<file path="src/rtl/tgadec_pkg.sv">
`timescale 1ns / 1ps
`default_nettype none

package tgadec_pkg;

   // stream widths
   localparam int REQ_TDATA_W = 8;
   localparam int RSP_TDATA_W = 112;

   // largest skip count before the id field and colour map are consumed
   localparam logic [18:0] SKIP_MAX = 19'h7FFFF;

   // parse phases
   typedef enum logic [2:0] {
      PH_HEADER = 3'd0,
      PH_SKIP   = 3'd1,
      PH_PACKET = 3'd2,
      PH_PIXEL  = 3'd3,
      PH_IDLE   = 3'd4
   } parse_phase_type;

   // one result item
   typedef struct packed {
      logic        result_kind;
      logic [7:0]  chan0;
      logic [7:0]  chan1;
      logic [7:0]  chan2;
      logic [7:0]  chan3;
      logic [2:0]  bytes_per_pixel;
      logic [31:0] first_index;
      logic [7:0]  run_length;
      logic        rows_bottom_up;
      logic [15:0] image_width;
      logic [15:0] image_height;
      logic        image_done;
   } run_result_type;

   // result kinds
   localparam logic KIND_PIXEL_RUN = 1'b0;
   localparam logic KIND_REJECT    = 1'b1;

   // bytes per pixel at 32 bits per pixel
   localparam logic [2:0] BPP_ALPHA = 3'd4;

endpackage

`default_nettype wire

</file>
<file path="src/rtl/tga_rle_image_decoder_unit.sv">
`timescale 1ns / 1ps
`default_nettype none

// truecolor tga decoder, one file byte per request
// req channel: tdata is the file byte, tuser[0] marks the first byte of a new
//   file and clears all parsing state before that byte is taken as header byte 0
// rsp channel: one pixel run (tuser[0] = 0) or one header rejection (tuser[0] = 1,
//   tdata all zero); tlast is high on the run that completes the image
// types 2 and 10 at 16/24/32 bits per pixel are decoded; the id field and colour
//   map are skipped; 32 bpp runs come out premultiplied by alpha
// throughput: one request per clock while req_tready is high, with or without a result
// result path: a result reaches rsp through the parser register, then the
//   premultiply register, after the request that completes it is accepted
// stall: the two result registers fill while rsp_tready is low; req_tready
//   drops only once both hold a result, requests without a result are then
//   held too
// reset: synchronous, clears the parser to header byte 0 and empties both
//   result registers
// row mirroring is left to the frame writer, which gets the row order and the
// dimensions with every run

module tga_rle_image_decoder_unit
   import tgadec_pkg::*;
(
   input  wire logic                   clock,
   input  wire logic                   reset,

   input  wire logic                   req_tvalid,
   output logic                        req_tready,
   input  wire logic [REQ_TDATA_W-1:0] req_tdata,  // [7:0] data_byte
   input  wire logic [0:0]             req_tuser,  // [0] file_start

   output logic                        rsp_tvalid,
   input  wire logic                   rsp_tready,
   // [7:0] chan0, [15:8] chan1, [23:16] chan2, [31:24] chan3,
   // [34:32] bytes_per_pixel, [66:35] first_index, [74:67] run_length,
   // [75] rows_bottom_up, [91:76] image_width, [107:92] image_height, [111:108] zero
   output logic [RSP_TDATA_W-1:0]      rsp_tdata,
   output logic [0:0]                  rsp_tuser,  // [0] result_kind
   output logic                        rsp_tlast   // image_done
);

   // parser to premultiply stage
   logic            s1_valid;
   logic            s1_take_ready;
   run_result_type  s1_res;

   // final result register
   run_result_type  out_res;

   tgadec_parser u_parser (
      .clock     (clock),
      .reset     (reset),
      .req_valid (req_tvalid),
      .req_ready (req_tready),
      .data_byte (req_tdata[7:0]),
      .file_start(req_tuser[0]),
      .res_valid (s1_valid),
      .res       (s1_res),
      .res_take  (s1_take_ready)
   );

   // alpha premultiply sits in front of the output register
   tgadec_premul u_premul (
      .clock    (clock),
      .reset    (reset),
      .in_valid (s1_valid),
      .in_ready (s1_take_ready),
      .in_res   (s1_res),
      .out_valid(rsp_tvalid),
      .out_ready(rsp_tready),
      .out_res  (out_res)
   );

   // pack the result fields, highest first
   assign rsp_tdata = {4'd0,
                       out_res.image_height,
                       out_res.image_width,
                       out_res.rows_bottom_up,
                       out_res.run_length,
                       out_res.first_index,
                       out_res.bytes_per_pixel,
                       out_res.chan3,
                       out_res.chan2,
                       out_res.chan1,
                       out_res.chan0};
   assign rsp_tuser = out_res.result_kind;
   assign rsp_tlast = out_res.image_done;

endmodule

`default_nettype wire

</file>
<file path="src/rtl/tgadec_parser.sv">
`timescale 1ns / 1ps
`default_nettype none

module tgadec_parser
   import tgadec_pkg::*;
(
   input  wire logic           clock,
   input  wire logic           reset,
   input  wire logic           req_valid,
   output logic                req_ready,
   input  wire logic [7:0]     data_byte,
   input  wire logic           file_start,
   output logic                res_valid,
   output run_result_type      res,
   input  wire logic           res_take
);

   // header byte offsets
   localparam logic [4:0] HDR_ID_LEN     = 5'd0;
   localparam logic [4:0] HDR_MAP_TYPE   = 5'd1;
   localparam logic [4:0] HDR_IMG_TYPE   = 5'd2;
   localparam logic [4:0] HDR_MAP_LEN_LO = 5'd5;
   localparam logic [4:0] HDR_MAP_LEN_HI = 5'd6;
   localparam logic [4:0] HDR_MAP_BITS   = 5'd7;
   localparam logic [4:0] HDR_WIDTH_LO   = 5'd12;
   localparam logic [4:0] HDR_WIDTH_HI   = 5'd13;
   localparam logic [4:0] HDR_HEIGHT_LO  = 5'd14;
   localparam logic [4:0] HDR_HEIGHT_HI  = 5'd15;
   localparam logic [4:0] HDR_PIX_BITS   = 5'd16;
   localparam logic [4:0] HDR_DESC       = 5'd17;

   localparam logic [7:0] TYPE_RAW = 8'd2;
   localparam logic [7:0] TYPE_RLE = 8'd10;
   localparam logic [7:0] MAP_NONE = 8'd0;
   localparam logic [7:0] MAP_USED = 8'd1;
   localparam logic [7:0] BITS_16  = 8'd16;
   localparam logic [7:0] BITS_24  = 8'd24;
   localparam logic [7:0] BITS_32  = 8'd32;

   parse_phase_type phase_ff, phase_in, phase_cur, data_phase;
   logic [4:0]  hpos_ff, hpos_in, hpos_cur;
   logic [7:0]  id_len_ff, id_len_in;
   logic [7:0]  map_type_ff, map_type_in;
   logic [7:0]  img_type_ff, img_type_in;
   logic [15:0] map_len_ff, map_len_in;
   logic [7:0]  map_bits_ff, map_bits_in;
   logic [15:0] width_ff, width_in;
   logic [15:0] height_ff, height_in;
   logic [7:0]  pix_bits_ff, pix_bits_in;
   logic        desc_top_ff, desc_top_in;
   logic [18:0] skip_left_ff, skip_left_in;
   logic [7:0]  pkt_left_ff, pkt_left_in;
   logic        pkt_run_ff, pkt_run_in;
   logic [1:0]  byte_pos_ff, byte_pos_in;
   logic [23:0] asm_ff, asm_in;
   logic [31:0] pixels_done_ff, pixels_done_in;

   // values derived from settled header fields
   logic [31:0] total_ff;
   logic [18:0] skip_calc_ff, skip_calc_in;
   logic [5:0]  entry_bytes;
   logic [21:0] map_bytes;
   logic [22:0] skip_sum;

   logic            s1_valid_ff, s1_valid_in;
   run_result_type  s1_ff;

   logic            accept, start;
   logic            hdr_last, hdr_ok, type_rle;
   logic [2:0]      bpp;
   logic            pix_emit;
   logic [31:0]     remaining;
   logic [7:0]      run_len;
   logic            run_done;
   logic            new_valid;
   run_result_type  new_res;

   assign req_ready = !s1_valid_ff || res_take;
   assign accept    = req_valid && req_ready;
   assign start     = accept && file_start;

   assign phase_cur = start ? PH_HEADER : phase_ff;
   assign hpos_cur  = start ? 5'd0 : hpos_ff;

   assign hdr_last = (phase_cur == PH_HEADER) && (hpos_cur == HDR_DESC);
   assign hdr_ok   = ((img_type_ff == TYPE_RAW) || (img_type_ff == TYPE_RLE))
                   && ((pix_bits_ff == BITS_16) || (pix_bits_ff == BITS_24)
                       || (pix_bits_ff == BITS_32))
                   && ((map_type_ff == MAP_NONE) || (map_type_ff == MAP_USED));
   assign type_rle = (img_type_ff == TYPE_RLE);

   assign data_phase = ((width_ff == 16'd0) || (height_ff == 16'd0)) ? PH_IDLE :
                       (img_type_ff == TYPE_RAW) ? PH_PIXEL : PH_PACKET;

   assign bpp      = pix_bits_ff[5:3];
   assign pix_emit = (phase_cur == PH_PIXEL) && (({1'b0, byte_pos_ff} + 3'd1) == bpp);

   assign remaining = total_ff - pixels_done_ff;
   assign run_len   = !(type_rle && pkt_run_ff) ? 8'd1 :
                      ({24'd0, pkt_left_ff} < remaining) ? pkt_left_ff : remaining[7:0];
   assign run_done  = ({24'd0, run_len} == remaining);

   // colour map and id skip length, saturated
   assign entry_bytes  = 6'(({1'b0, map_bits_ff} + 9'd7) >> 3);
   assign map_bytes    = map_len_ff * entry_bytes;
   assign skip_sum     = (map_type_ff == MAP_USED) ? ({1'b0, map_bytes} + {15'd0, id_len_ff})
                                                   : {15'd0, id_len_ff};
   assign skip_calc_in = (skip_sum > {4'd0, SKIP_MAX}) ? SKIP_MAX : skip_sum[18:0];

   // next phase
   always_comb begin
      phase_in = phase_ff;
      if (accept) begin
         phase_in = phase_cur;
         case (phase_cur)
            PH_HEADER: begin
               if (hdr_last) begin
                  if (!hdr_ok)
                     phase_in = PH_IDLE;
                  else if (skip_calc_ff == 19'd0)
                     phase_in = data_phase;
                  else
                     phase_in = PH_SKIP;
               end
            end
            PH_SKIP: begin
               if (skip_left_ff == 19'd1)
                  phase_in = data_phase;
            end
            PH_PACKET: begin
               phase_in = PH_PIXEL;
            end
            PH_PIXEL: begin
               if (pix_emit) begin
                  if (run_done)
                     phase_in = PH_IDLE;
                  else if (type_rle && (pkt_run_ff || (pkt_left_ff == 8'd1)))
                     phase_in = PH_PACKET;
               end
            end
            PH_IDLE: begin
               phase_in = PH_IDLE;
            end
            default: begin
               phase_in = PH_HEADER;
            end
         endcase
      end
   end

   // datapath and result
   always_comb begin
      hpos_in        = hpos_ff;
      id_len_in      = id_len_ff;
      map_type_in    = map_type_ff;
      img_type_in    = img_type_ff;
      map_len_in     = map_len_ff;
      map_bits_in    = map_bits_ff;
      width_in       = width_ff;
      height_in      = height_ff;
      pix_bits_in    = pix_bits_ff;
      desc_top_in    = desc_top_ff;
      skip_left_in   = skip_left_ff;
      pkt_left_in    = pkt_left_ff;
      pkt_run_in     = pkt_run_ff;
      byte_pos_in    = byte_pos_ff;
      asm_in         = asm_ff;
      pixels_done_in = pixels_done_ff;
      new_valid      = 1'b0;
      new_res        = '0;

      if (start) begin
         id_len_in      = '0;
         map_type_in    = '0;
         img_type_in    = '0;
         map_len_in     = '0;
         map_bits_in    = '0;
         width_in       = '0;
         height_in      = '0;
         pix_bits_in    = '0;
         desc_top_in    = 1'b0;
         skip_left_in   = '0;
         pkt_left_in    = '0;
         pkt_run_in     = 1'b0;
         byte_pos_in    = '0;
         asm_in         = '0;
         pixels_done_in = '0;
      end

      if (accept) begin
         case (phase_cur)
            PH_HEADER: begin
               hpos_in = hpos_cur + 5'd1;
               case (hpos_cur)
                  HDR_ID_LEN:     id_len_in   = data_byte;
                  HDR_MAP_TYPE:   map_type_in = data_byte;
                  HDR_IMG_TYPE:   img_type_in = data_byte;
                  HDR_MAP_LEN_LO: map_len_in  = {map_len_ff[15:8], data_byte};
                  HDR_MAP_LEN_HI: map_len_in  = {data_byte, map_len_ff[7:0]};
                  HDR_MAP_BITS:   map_bits_in = data_byte;
                  HDR_WIDTH_LO:   width_in    = {width_ff[15:8], data_byte};
                  HDR_WIDTH_HI:   width_in    = {data_byte, width_ff[7:0]};
                  HDR_HEIGHT_LO:  height_in   = {height_ff[15:8], data_byte};
                  HDR_HEIGHT_HI:  height_in   = {data_byte, height_ff[7:0]};
                  HDR_PIX_BITS:   pix_bits_in = data_byte;
                  HDR_DESC:       desc_top_in = data_byte[5];
                  default: begin
                  end
               endcase
               if (hdr_last) begin
                  if (!hdr_ok) begin
                     new_valid           = 1'b1;
                     new_res.result_kind = KIND_REJECT;
                  end else begin
                     skip_left_in = skip_calc_ff;
                     byte_pos_in  = '0;
                     asm_in       = '0;
                  end
               end
            end
            PH_SKIP: begin
               skip_left_in = skip_left_ff - 19'd1;
               if (skip_left_ff == 19'd1) begin
                  byte_pos_in = '0;
                  asm_in      = '0;
               end
            end
            PH_PACKET: begin
               pkt_left_in = {1'b0, data_byte[6:0]} + 8'd1;
               pkt_run_in  = data_byte[7];
               byte_pos_in = '0;
               asm_in      = '0;
            end
            PH_PIXEL: begin
               if (pix_emit) begin
                  new_valid                = 1'b1;
                  new_res.result_kind      = KIND_PIXEL_RUN;
                  new_res.chan0            = asm_ff[7:0];
                  new_res.chan1            = (byte_pos_ff == 2'd1) ? data_byte : asm_ff[15:8];
                  new_res.chan2            = (bpp < 3'd3) ? 8'd0 :
                                             (byte_pos_ff == 2'd2) ? data_byte : asm_ff[23:16];
                  new_res.chan3            = (bpp == BPP_ALPHA) ? data_byte : 8'd0;
                  new_res.bytes_per_pixel  = bpp;
                  new_res.first_index      = pixels_done_ff;
                  new_res.run_length       = run_len;
                  new_res.rows_bottom_up   = !desc_top_ff;
                  new_res.image_width      = width_ff;
                  new_res.image_height     = height_ff;
                  new_res.image_done       = run_done;
                  byte_pos_in              = '0;
                  asm_in                   = '0;
                  pixels_done_in           = pixels_done_ff + {24'd0, run_len};
                  if (!run_done && type_rle && !pkt_run_ff)
                     pkt_left_in = pkt_left_ff - 8'd1;
               end else begin
                  byte_pos_in = byte_pos_ff + 2'd1;
                  case (byte_pos_ff)
                     2'd0:    asm_in[7:0]   = data_byte;
                     2'd1:    asm_in[15:8]  = data_byte;
                     2'd2:    asm_in[23:16] = data_byte;
                     default: asm_in        = asm_ff;
                  endcase
               end
            end
            PH_IDLE: begin
            end
            default: begin
            end
         endcase
      end
   end

   assign s1_valid_in = (accept && new_valid) ? 1'b1 :
                        res_take ? 1'b0 : s1_valid_ff;

   always_ff @(posedge clock) begin
      if (reset) begin
         phase_ff       <= PH_HEADER;
         hpos_ff        <= '0;
         id_len_ff      <= '0;
         map_type_ff    <= '0;
         img_type_ff    <= '0;
         map_len_ff     <= '0;
         map_bits_ff    <= '0;
         width_ff       <= '0;
         height_ff      <= '0;
         pix_bits_ff    <= '0;
         desc_top_ff    <= 1'b0;
         skip_left_ff   <= '0;
         pkt_left_ff    <= '0;
         pkt_run_ff     <= 1'b0;
         byte_pos_ff    <= '0;
         asm_ff         <= '0;
         pixels_done_ff <= '0;
         s1_valid_ff    <= 1'b0;
      end else begin
         phase_ff       <= phase_in;
         hpos_ff        <= hpos_in;
         id_len_ff      <= id_len_in;
         map_type_ff    <= map_type_in;
         img_type_ff    <= img_type_in;
         map_len_ff     <= map_len_in;
         map_bits_ff    <= map_bits_in;
         width_ff       <= width_in;
         height_ff      <= height_in;
         pix_bits_ff    <= pix_bits_in;
         desc_top_ff    <= desc_top_in;
         skip_left_ff   <= skip_left_in;
         pkt_left_ff    <= pkt_left_in;
         pkt_run_ff     <= pkt_run_in;
         byte_pos_ff    <= byte_pos_in;
         asm_ff         <= asm_in;
         pixels_done_ff <= pixels_done_in;
         s1_valid_ff    <= s1_valid_in;
      end
   end

   // header products settle many bytes before they are used
   always_ff @(posedge clock) begin
      total_ff     <= width_ff * height_ff;
      skip_calc_ff <= skip_calc_in;
      if (accept && new_valid)
         s1_ff <= new_res;
   end

   assign res_valid = s1_valid_ff;
   assign res       = s1_ff;

`ifndef SYNTH
   a_run_len_range: assert property (@(posedge clock) disable iff (reset)
      (s1_valid_ff && (s1_ff.result_kind == KIND_PIXEL_RUN))
         |-> ((s1_ff.run_length != 8'd0) && (s1_ff.run_length <= 8'd128)))
      else $error("pixel run length out of range");

   a_bpp_range: assert property (@(posedge clock) disable iff (reset)
      (s1_valid_ff && (s1_ff.result_kind == KIND_PIXEL_RUN))
         |-> ((s1_ff.bytes_per_pixel == 3'd2) || (s1_ff.bytes_per_pixel == 3'd3)
              || (s1_ff.bytes_per_pixel == 3'd4)))
      else $error("pixel run with unsupported pixel size");

   a_reject_clean: assert property (@(posedge clock) disable iff (reset)
      (s1_valid_ff && (s1_ff.result_kind == KIND_REJECT))
         |-> ((s1_ff.run_length == 8'd0) && (s1_ff.first_index == 32'd0)
              && (s1_ff.image_width == 16'd0) && !s1_ff.image_done))
      else $error("rejection result carries payload");

   a_hold_stalled: assert property (@(posedge clock) disable iff (reset)
      (s1_valid_ff && !res_take) |=> (s1_valid_ff && $stable(s1_ff)))
      else $error("stalled result changed");
`endif

endmodule

`default_nettype wire

</file>
<file path="src/rtl/tgadec_premul.sv">
`timescale 1ns / 1ps
`default_nettype none

module tgadec_premul
   import tgadec_pkg::*;
(
   input  wire logic           clock,
   input  wire logic           reset,
   input  wire logic           in_valid,
   output logic                in_ready,
   input  wire run_result_type in_res,
   output logic                out_valid,
   input  wire logic           out_ready,
   output run_result_type      out_res
);

   logic            out_valid_ff, out_valid_in;
   run_result_type  out_ff, out_in;
   logic [15:0]     prod0, prod1, prod2;

   // floor(x / 255) for x up to 255 * 255
   function automatic logic [7:0] div255(input logic [15:0] x);
      logic [16:0] t;
      t = {1'b0, x} + {9'd0, x[15:8]} + 17'd1;
      return t[15:8];
   endfunction

   assign in_ready = !out_valid_ff || out_ready;

   assign prod0 = in_res.chan0 * in_res.chan3;
   assign prod1 = in_res.chan1 * in_res.chan3;
   assign prod2 = in_res.chan2 * in_res.chan3;

   always_comb begin
      out_in = in_res;
      if ((in_res.result_kind == KIND_PIXEL_RUN) && (in_res.bytes_per_pixel == BPP_ALPHA)) begin
         out_in.chan0 = div255(prod0);
         out_in.chan1 = div255(prod1);
         out_in.chan2 = div255(prod2);
      end
   end

   assign out_valid_in = in_ready ? in_valid : out_valid_ff;

   always_ff @(posedge clock) begin
      if (reset) begin
         out_valid_ff <= 1'b0;
      end else begin
         out_valid_ff <= out_valid_in;
      end
   end

   always_ff @(posedge clock) begin
      if (in_valid && in_ready)
         out_ff <= out_in;
   end

   assign out_valid = out_valid_ff;
   assign out_res   = out_ff;

endmodule

`default_nettype wire

</file>
<file path="config.mk">
export PLATFORM = sky130hd
export DESIGN_NAME = tga_rle_image_decoder_unit
export DESIGN_NICKNAME = d
export VERILOG_FILES = /design/src/rtl/tgadec_pkg.sv /design/src/rtl/tga_rle_image_decoder_unit.sv /design/src/rtl/tgadec_parser.sv /design/src/rtl/tgadec_premul.sv
export SDC_FILE = /design/constraint.sdc
export NUM_CORES = 2
export LEC_CHECK = 0
export ABC_AREA = 1
export BUFFER_PORTS_ARGS = -buffer_cell sky130_fd_sc_hd__buf_4
export CORE_ASPECT_RATIO = 1.25
export CORE_UTILIZATION = 70
export DETAILED_ROUTE_END_ITERATION = 10
export PLACE_DENSITY = 0.95
export SETUP_SLACK_MARGIN = 0.4
export SLEW_MARGIN = 20
export SYNTH_ARGS = -nofsm -noshare
export SYNTH_HDL_FRONTEND = slang
export SYNTH_HIERARCHICAL = 1
export SYNTH_SLANG_ARGS = --single-unit
</file>
<file path="constraint.sdc">
create_clock -name clock -period 19 [get_ports clock]
set_clock_uncertainty 0.1 [all_clocks]
set_input_delay 1.9 -clock clock [delete_from_list [all_inputs] [get_ports clock]]
set_output_delay 1.9 -clock clock [all_outputs]
set_load 0.02 [all_outputs]
</file>
# After elaboration in Yosys (flattened, before gate mapping)
# Index checks and enable logic that the tools add are counted.
[op_classes] n_addsub=16 n_mul=5 n_div=0 n_lt_le_gt_ge=3 n_eq_ne=38 n_shift=0 n_mux=96 bitwise=4 n_reduce_logical=41
[ops] operator="$mux 8" count=28
[ops] operator="$mux 24" count=7
[ops] operator="$mux 16" count=9
[ops] operator="$mux 32" count=4
[ops] operator="$pmux 16 s2" count=3
[ops] operator="$pmux 24 s4" count=1
[ops] operator="$mux 19" count=4
[ops] operator="$pmux 8 s2" count=4
[ops] operator="$add 16x1->16 const B" count=3
[ops] operator="$add 16x8->16" count=3
[ops] operator="$mul 8x8->16" count=3
[ops] operator="$pmux 19 s2" count=1
[ops] operator="$add 32x8->32" count=1
[ops] operator="$eq 8x32->1" count=1
[ops] operator="$logic_not 16->1" count=2
[ops] operator="$lt 8x32->1" count=1
[ops] operator="$mul 16x16->32" count=1
[ops] operator="$sub 32x32->32" count=1
[ops] operator="$mux 3" count=9
[ops] operator="$add 22x8->23" count=1
[ops] operator="$gt 23x19->1 const B" count=1
[ops] operator="$mux 23" count=1
[ops] operator="$mul 16x6->22" count=1
[ops] operator="$eq 5x4->1 const B" count=4
[ops] operator="47 further kinds" count=109
[word_totals] regBits=456 latchBits=0 mem_bits_rw=0 romBits=0 inputBits=13 out_inout_bits=116 elab_cells=253 memories=0

# Logic depth before layout (Yosys ltp)
[depth] word_depth=13 depth_mapped=42

# Cells and area by module
# Netlist, hierarchy kept.
[modules_own_cells] module="tgadec_parser" instances=1 cells_per_inst=4071 area_each_um2=30281.5 seq_area_each_um2=8007.7
[modules_own_cells] module="tgadec_premul" instances=1 cells_per_inst=1625 area_each_um2=12384.4 seq_area_each_um2=3323.2
[modules_own_cells] module="tga_rle_image_decoder_unit" instances=1 cells_per_inst=5 area_each_um2=33.8 seq_area_each_um2=0.0

# Worst setup path after synthesis
# Ideal clock, no wire load.
[synth_path] kind="in2reg" startpoint="in rsp_tready" endpoint="reg u_parser.s1_ff (netlist bit u_parser/res[0]), enable pin" arrival_time_ns=9.347 path_slack_ns=8.936 path_stages=15 path_buffers=3 cell_sequence="inv_1 -> nand2_1 -> inv_1 -> nand2_1 -> nand2_1 -> nor2_1 -> inv_2 -> clkbuf_1 -> clkbuf_1 -> buf_1 -> nand2_1 -> ha_1 -> nand3_1 -> or2_2 -> a21oi_1"
[synth_between] elab_chain_len=11 word_cells_on_any_way=16 classes_between="eq/ne: 2; mux: 6; reduce/logical: 8"
[synth_lines] item="from (decl)" line_no="tga_rle_image_decoder_unit.sv:34" text="input wire logic rsp_tready,"
[synth_lines] item="$logic_or 1x1->1 (*)" line_no="tgadec_premul.sv:28" text="assign in_ready = !out_valid_ff || out_ready;"
[synth_lines] item="named net s1_take_ready" line_no="tga_rle_image_decoder_unit.sv:45" text="logic s1_take_ready;"
[synth_lines] item="$logic_or 1x1->1 (*)" line_no="tgadec_parser.sv:78" text="assign req_ready = !s1_valid_ff || res_take;"
[synth_lines] item="named net req_tready" line_no="tga_rle_image_decoder_unit.sv:29" text="output logic req_tready,"
[synth_lines] item="$logic_and 1x1->1 (*)" line_no="tgadec_parser.sv:79" text="assign accept = req_valid && req_ready;"
[synth_lines] item="$logic_and 1x1->1" line_no="tgadec_parser.sv:80" text="assign start = accept && file_start;"
[synth_lines] item="$mux 5 / $mux 3 (equally long branches)" line_no="tgadec_parser.sv:83, tgadec_parser.sv:82"
[synth_lines] item="$eq 5x5->1, or another cell as far along" line_no="tgadec_parser.sv:85" text="assign hdr_last = (phase_cur == PH_HEADER) && (hpos_cur == HDR_DESC);"
[synth_lines] item="$logic_and 1x1->1, on equally long branches" line_no="tgadec_parser.sv:85, tgadec_parser.sv:96"
[synth_lines] item="$mux 1, on equally long branches" line_no="tgadec_parser.sv:210, tgadec_parser.sv:235"
[synth_lines] item="$pmux 1 s2" line_no="tgadec_parser.sv:191" text="case (phase_cur)"
[synth_lines] item="$mux 1" line_no="tgadec_parser.sv:190" text="if (accept) begin"
[synth_lines] item="$logic_and 1x1->1 (*)" line_no="tgadec_parser.sv:322" text="if (accept && new_valid)"
[synth_lines] item="to (signal assigned)" line_no="tgadec_parser.sv:323" text="s1_ff <= new_res;"
[synth_lines] item="to (decl)" line_no="tgadec_parser.sv:66" text="run_result_type s1_ff;"
# Mark *: on every way through the listed nets, which the timed path passes. The rest lies on a longest branch.
# A chain may end at the register's enable or synchronous reset.

# Worst setup path after layout
[layout_path] startpoint="in rsp_tready" endpoint="reg u_parser.s1_ff (netlist bit u_parser/res[89]) (data pin)"
[layout_between] elab_chain_len=9 word_cells_on_any_way=11 classes_between="eq/ne: 1; mux: 1; bitwise: 3; reduce/logical: 6"
[layout_lines] item="$logic_or 1x1->1 (*)" line_no="tgadec_premul.sv:28"
[layout_lines] item="named net s1_take_ready" line_no="tga_rle_image_decoder_unit.sv:45"
[layout_lines] item="$logic_or 1x1->1 (*)" line_no="tgadec_parser.sv:78"
[layout_lines] item="$logic_and 1x1->1 (*)" line_no="tgadec_parser.sv:79"
[layout_lines] item="$logic_and 1x1->1" line_no="tgadec_parser.sv:80"
[layout_lines] item="$mux 3" line_no="tgadec_parser.sv:82" text="assign phase_cur = start ? PH_HEADER : phase_ff;"
[layout_lines] item="$eq 3x2->1" line_no="tgadec_parser.sv:96, tgadec_parser.sv:191"
[layout_lines] item="$logic_and 1x1->1" line_no="tgadec_parser.sv:96" text="assign pix_emit = (phase_cur == PH_PIXEL) && (({1'b0, byte_pos_ff} + 3'd1) == bpp);"
[layout_lines] item="$not 1->1 (no line)"
[layout_lines] item="$reduce_or 4->1 (no line) (*)"
# Marked as above.

==> run_results.csv <==
group,metric,value,unit
hold_path,holdPathEnd,"u_premul/out_res[59]",
sta,drv_slew,0,
clocking,cts.sinks,456,
synthesis,syn_inst,5701,
cells_and_area,fillCellCount,3975,
die,start_util,0.712,
die,fp.dieH,278,um
cells_and_area,fin_util,0.766,
cells_and_area,final_common_cell,"nand2_1",
grt,grt-ovfl-total,0,
grt,grt_usage,0.389,
sta,tightestPinTransition,1.10,ns
setup_path,start_kind,"input port",
cells_and_area,diodes,0,
sta,slew_headroom,0.264,
routing,drtAntennaViolNets,0,
power,intPower,1.85,mW
setup_path,reg2reg_to,"u_parser/skip_calc_ff[0]",
die,top_level_ports,129,
routing,drt_pre_antenna_iters,9,
synthesis,avgSynthCellArea,7.49,um2
synthesis,synth-edff-count,220,
synthesis,synth_cell_types,67,
power,p_per_area,58.4,mW/mm2
power,switching_share,0.312,
synthesis,ys.warnings.count,6,
sta,timing.final.crit_share,0.393,
routing,routed_wl,121000,um
clocking,clk_latency,0.62,ns
place,dp_slack,10.92,ns
sta,fin_setup_tns,0,ns
grt,antenna_found_initial,2,
power,peakVddDrop,0.0851,mV
clocking,h-tree-depth,2,
synthesis,synth_seq_cells,456,
run,cap_viol_max_count,0,
setup_path,reg2reg_depth,31,
synthesis,synth_seq_area_share,0.265,
power,pwr-share-seq,0.389,
power,switchingPower,0.837,mW
setup_path,cp.arrival,7.81,ns
cells_and_area,drive_above_1_share,0.0625,
routing,vias,38800,
clocking,cts_resized,0,
power,pwr-share-comb,0.219,
setup_path,required,19.34,ns
routing,wl_per_cell,18.6,um
clocking,clk_pin_slew,0.06,ns
place,place.gp.congestion,0.988,
routing,drt-initial-drc-count,4649,
grt,grt_max_degree,111,
setup_path,crit_type,"input port to register",
die,die_w,223,um
cells_and_area,num-nets-final,6430,
status,outcome,"completed",
routing,via_per_inst,5.96,
synthesis,synth.cell_area,0.0427,mm2
cells_and_area,area.sequential,0.0113,mm2
clocking,post_cts_buffers,0,
setup_path,end_kind,"register",
synthesis,yosysTopAreaCell,"fa_1",
die,num_rows,100,
synthesis,yosys-top-cells-area,"fa_1 (17%), edfxtp_1 (15%), nand2_1 (13%)",
clocking,ctsRootBufferMaster,"clkbuf_16",
hold_path,whs_path_depth,0,
synthesis,ys.flop_type,"dfxtp_1",
sta,grt_setup_unrepaired,"no",
routing,drc,0,
cells_and_area,final_cell_mix,"nand2_1 (1490), inv_1 (1176), nor2_1 (435)",
clocking,numCtsBuffers,48,
sta,setup_violations,0,
die,die_area,0.0620,mm2
sta,period_needed,7.47,ns
clocking,cts_tree,"built",
sta,setup_slack,11.53,ns
setup_path,rr_startpoint,"u_parser/map_bits_ff[1]",
power,leakagePower,23.9,nW
setup_path,r2r_slack,11.57,ns
clocking,cts_hold_buf,0,
place,port_buffers,124,
grt,grt_pass1_wl,192000,um
synthesis,yosysTopAreaCellShare,0.172,
cells_and_area,syn2layout_area_growth,7.54,%
setup_path,cp_max_fo,110,
cells_and_area,multi_input_area,0.0261,mm2
power,clkPwrFrac,0.392,
hold_path,min_path_type,"register to register",
hold_path,worst_hold_startpoint,"u_parser/res[59]",
synthesis,synthArstFlopShare,0,
die,coreArea,0.0599,mm2
sta,hold_viol_final,0,
grt,grt_pass1_vias,39100,
place,dp_hpwl,88700,um
sta,clock.fmax,0.134,GHz
clocking,cts_buffer_depth,3,
==> sequential cells by signal (all words and copies together) (netlist names), 2 cells and up <==
| signal | flops |
|---|---|
| u_parser/res | 110 |
| u_premul/out_res | 110 |
| u_parser/pixels_done_ff | 32 |
| u_parser/total_ff | 32 |
| u_parser/asm_ff | 24 |
| u_parser/skip_calc_ff | 19 |
| u_parser/skip_left_ff | 19 |
| u_parser/height_ff | 16 |
| u_parser/map_len_ff | 16 |
| u_parser/width_ff | 16 |
| u_parser/id_len_ff | 8 |
| u_parser/img_type_ff | 8 |
| u_parser/map_bits_ff | 8 |
| u_parser/map_type_ff | 8 |
| u_parser/pix_bits_ff | 8 |
| u_parser/pkt_left_ff | 8 |
| u_parser/hpos_ff | 5 |
| u_parser/phase_ff | 3 |
| u_parser/byte_pos_ff | 2 |
==> logic make-up after synthesis <==
kind of cell,Yosys count,synth area share
buffers and inverters,1419,0.125
flip-flops,456,0.265
multiplexers,1,0.000234
XOR/XNOR,105,0.0225
adder cells (fa/ha/maj),709,0.272
AO/OA/AOI/OAI,606,0.0805
AND/OR/NAND/NOR,2404,0.234
other,1,0.0000878
==> critical path, cell delays in order <==
cell and delay, ns:
buf_4 0.12, inv_1 0.11, nand2_1 0.09, inv_1 0.06, nand2_1 0.13, nand2_1 0.09, buf_4 0.36, nor2_2 0.26
inv_4 0.54, buf_4 0.81, nand2_1 0.17, nor2_1 0.18, inv_1 0.07, nor2_1 0.16, inv_2 0.13, nor2_4 0.30
inv_2 0.23, nor2_2 0.73, inv_6 0.53, nor2_1 0.30, a21oi_1 0.24, a21oi_1 0.22
==> how the worst max path moves through the flow <==
stage               slack [ns]  cells after the start                        end               startpoint
finish                   11.53                     22           u_parser/res[89]               rsp_tready
global route             10.82                     31  u_parser/skip_calc_ff[12]  u_parser/map_bits_ff[3]
CTS                      11.49                     22           u_parser/res[89]               rsp_tready
detailed placement       10.92                     22           u_parser/res[89]               rsp_tready
global placement         11.15                     24    u_parser/byte_pos_ff[1]               rsp_tready
floorplan                 8.94                     15            u_parser/res[0]               rsp_tready
==> Yosys cell counts, drive strengths merged (29+ instances only) <==
library cell  count
nand4            73
dfxtp           236
nand2          1511
nor3             40
edfxtp          220
a31oi            39
o21ai           120
buf              43
nor2            452
clkbuf          170
a211oi           51
nor4             29
a21oi           330
inv            1198
nand3           275
xor2             78
fa              366
ha              343
==> per-layer routing <==
metal  routed length [um]  vias to the layer above  global-route usage
met5                   36                        -                   0
met4                 9130                        4               0.272
met3                11600                      767              0.0757
met2                58700                     2395               0.668
met1                41400                    18000               0.434
li1                     -                    17700                   -
==> power groups by stage <==
stage | Combinational, mW | Sequential [mW] | Clock [mW]
3_3_place_gp | 0.555 | 1.07 | 0
2_1_floorplan | 0.446 | 1.06 | 0
6_report | 0.587 | 1.04 | 1.05
5_1_grt | 0.657 | 1.04 | 1.09
3_5_place_dp | 0.571 | 1.07 | 0
4_1_cts | 0.575 | 1.04 | 1.05
==> stage by stage <==
stage	hold slack [ns]	total power, mW	cells	instance area (um2)
after floorplan	0.300	1.51	5704	42700
after global placement	0.302	1.62	6422	44100
after detailed placement	0.305	1.64	6422	44100
after CTS	0.317	2.67	6512	45900
after global routing	0.324	2.79	6513	45900
final	0.316	2.68	6513	45900
==> cell type report <==
class | instances | share of cell area
well taps | 765 | 0.0208
inverters | 1206 | 0.0987
clock buffers | 60 | 0.0301
repair buffers | 167 | 0.0277
multi-input cells | 3829 | 0.568
clock inverters | 30 | 0.00815
flip-flops and latches | 456 | 0.247
No activity file was read; power rests on OpenSTA's default activity.
